File: config.mk
export PLATFORM = sky130hd
export DESIGN_NAME = gbp_ram
export DESIGN_NICKNAME = d
export VERILOG_FILES = /design/src/hw/rtl/gbp_ram.sv
export SDC_FILE = /design/constraint.sdc
export NUM_CORES = 2
export LEC_CHECK = 0
export BUFFER_PORTS_ARGS = -buffer_cell sky130_fd_sc_hd__buf_2
export CAP_MARGIN = 20
export CORE_MARGIN = 8
export CORE_UTILIZATION = 57
export DETAILED_ROUTE_END_ITERATION = 10
export GPL_TIMING_DRIVEN = 0
export PLACE_DENSITY = 0.75
export SLEW_MARGIN = 20
export SYNTH_ARGS = -nofsm -noshare
export SYNTH_HDL_FRONTEND = slang
export SYNTH_SLANG_ARGS = --single-unit
File: constraint.sdc
create_clock -name clk_i -period 2.7 [get_ports clk_i]
set_input_delay 0.54 -clock clk_i [delete_from_list [all_inputs] [get_ports clk_i]]
set_output_delay 0.54 -clock clk_i [all_outputs]
set_load 0.01 [all_outputs]
File: src/hw/rtl/gbp_ram.sv
`timescale 1ns / 1ps

module gbp_ram #(
  parameter int unsigned WIDTH = 8,
  parameter int unsigned DEPTH = 256
) (
  input  logic                     clk_i,
  input  logic                     we_i,
  input  logic [$clog2(DEPTH)-1:0] waddr_i,
  input  logic [WIDTH-1:0]         wdata_i,
  input  logic                     re_i,
  input  logic [$clog2(DEPTH)-1:0] raddr_i,
  output logic [WIDTH-1:0]         rdata_o
);

  logic [WIDTH-1:0] mem_q [DEPTH];
  logic [WIDTH-1:0] rdata_q;

  always_ff @(posedge clk_i) begin
    if (we_i) begin
      mem_q[waddr_i] <= wdata_i;
    end
    if (re_i) begin
      rdata_q <= mem_q[raddr_i];
    end
  end

  assign rdata_o = rdata_q;

endmodule

==> results.ini <==
[status]
outcome=finished with violations
violations=negative setup slack

[setup_path]
r2r_cells=6
arrival_ps=3410
r2r_slack_ps=60
worstSetupPathType=in -> reg
worstReg2RegStart=mem_q[42][5]
r2r-end=rdata_o[5]
crit_fanout=11
endpoint_kind=flip-flop
required_ps=3170
cp-start-kind=input port

[pwr]
p_comb_share_pct=6.2
p_total_mw=65.5
leakage_nw=27.9
peakVddDrop_uv=675
power_frac_clock_pct=40.0
power_frac_seq_pct=53.8
power_density_nw_per_um2=723
internal_power_mw=50.6
power.switching_mw=14.9
p_sw_share_pct=22.7

[flow_run]
drv_cap=0

[sta]
fin_crit_ps=2940
fin_ws_ps=-240
setup_viol=294
finalSetupTns_ps=-19630
slew_headroom_pct=20.9
fmaxAchievable_mhz=340
worst_pin_slew_ps=1180
rsz0062_at_grt=true
slew_violations=0
final.period_utilization_pct=109
hold_viol_final=0
fin_skew_ps=34.5

[floorplanning]
die_x_um=390
die_h_um=390
core_um2=139000
dieArea_um2=152000
start_util_pct=57.3
ios=35
rows=137

[finish]
syn_to_final_growth_pct=13.8
layout_common_cells=edfxtp_1, mux4_2, clkbuf_16, nor2_1, mux2i_1
postLayoutCoreUtil_pct=65.2
fillers=8617
multi_input_area_um2=17700
layout.cells.non_filler=6031
regArea_um2=61700
nets=4013
final_layout_size_suffix_gt1_share_pct=29.2
final_common_cell=edfxtp_1

[synth]
synth.distinct_cells=54
ys_seq_area_share_pct=77.5
synth-seq-cells=2056
ys.flop_type=edfxtp_1
yosysWarningCount=0
async_reset_ff_share_pct=0
syn_nets=3760
synth_area_per_cell_um2=21.3
synthCells=3733
synth_area_um2=79600
synth_edf_count=2056

[routing]
drt_iter0_drc=8182
antenna_left=0
via_per_inst=7.09
drc_errors=0
drt_wl_total_um=237000
drt-pass1-iter-count=9
vias=42800
wl_per_cell_um=39.3

[clock_tree]
insertion_delay_ps=860
htreeDepth=4
clock_path_buffers=3
clkTransAtPathRegs_ps=60
cts_buffers=193
ctsRootBufferMaster=clkbuf_16
cts_tree=done
clkSinkCount=2056

[min_path]
holdPathStages=1
min_from=wdata_i[0]
hold_end=mem_q[220][0]
hp-class=in -> reg

[global_routing]
grt_pass1_vias=41700
grt_max_degree=134
grt_use_total_pct=30.8
grt_pass1_wl_um=324000
overflow=0
antenna_found_initial=12

[placement]
hpwl_um=154000
place_inst=5664
port_buffers=27
place_ws_ps=-2560
gp_congestion=0.988

worst max-delay path by stage:
stage	slack [ps]	startpoint	to
after floorplan	80	raddr_i[0]	rdata_o[2]
after global placement	-2530	raddr_i[1]	rdata_o[3]
after detailed placement	-2560	raddr_i[2]	rdata_o[5]
after CTS	-230	waddr_i[1]	mem_q[230][3]
after global routing	-110	waddr_i[2]	mem_q[64][7]
final	-240	waddr_i[2]	mem_q[64][1]
cell type report:
type	count	share of cell area [%]
Clock inverter	121	1.16
Tap cell	1876	2.59
Buffer	228	2.13
Multi-Input combinational cell	1442	19.5
Inverter	2	0.00966
Clock buffer	234	5.50
Timing Repair Buffer	63	1.00
Antenna cell	9	0.0248
Sequential cell	2056	68.1
worst max-delay path, cell delays in order:
cell	delay [ps]
clkbuf_2	240
nor2_1	830
nand3_1	400
clkbuf_2	580
nor2_1	780
per-stage QoR:
step	area, µm²	hold WS [ps]
detailed placement	82900	748
CTS	90000	17.7
floorplan	79600	639
global placement	82100	971
finish	90700	43.3
global route	90600	33.7
state kept, by name, indices dropped and copies added (netlist names):
| signal | cells |
|---|---|
| mem_q | 2048 |
| rdata_o | 8 |
cells in the mapped netlist (16+ instances only):
| cell | n | area share (%) |
|---|---|---|
| o221ai_1 | 46 | 0.51 |
| nor2b_1 | 31 | 0.24 |
| buf_6 | 21 | 0.30 |
| clkbuf_1 | 111 | 0.52 |
| mux4_2 | 454 | 13 |
| nor4_1 | 24 | 0.19 |
| nand2_1 | 33 | 0.16 |
| o22ai_1 | 28 | 0.22 |
| buf_4 | 27 | 0.25 |
| buf_2 | 31 | 0.19 |
| nor3_1 | 22 | 0.14 |
| nor2_1 | 282 | 1.3 |
| mux2i_1 | 134 | 1.7 |
| a22oi_1 | 133 | 1.3 |
| a211oi_1 | 16 | 0.15 |
| a21oi_1 | 96 | 0.60 |
| edfxtp_1 | 2056 | 78 |
| nand3_1 | 34 | 0.21 |
| buf_1 | 22 | 0.10 |
routing by layer:
layer  track usage (%)  vias to the layer above  share of wire [%]
met3              12.4                      785                 16
met4              18.0                       16                6.9
li1                  -                    16200                  -
met1              39.3                    21900                 33
met5                 0                        -              0.094
met2              44.9                     3826                 44
cells by family (layout without fill, tap and decap cells):
kind of cell,Yosys count,after routing,share of synthesized area (%)
and+or+nand+nor,466,466,2.63
buffers and inverters,235,648,1.83
muxes,591,591,14.6
DFF,2056,2056,77.5
other,0,9,0
AOI/OAI and AO/OA,385,385,3.42
power by group through the flow:
stage | clock network (mW) | registers (mW) | logic, mW
3_3_place_gp | 0 | 36.0 | 3.45
4_1_cts | 26.2 | 35.2 | 3.83
2_1_floorplan | 0 | 35.9 | 1.71
3_5_place_dp | 0 | 35.9 | 3.63
5_1_grt | 27.3 | 35.2 | 4.08
6_report | 26.2 | 35.2 | 4.06
what timing repair did:
action	in CTS	in global routing
hold endpoints to repair	4	0
pin swaps	10	17
setup endpoints to repair	999	1104
hold buffers	1	0
setup buffers	6	1
gates resized for setup	317	169
Power figures use the tool's default switching activity.
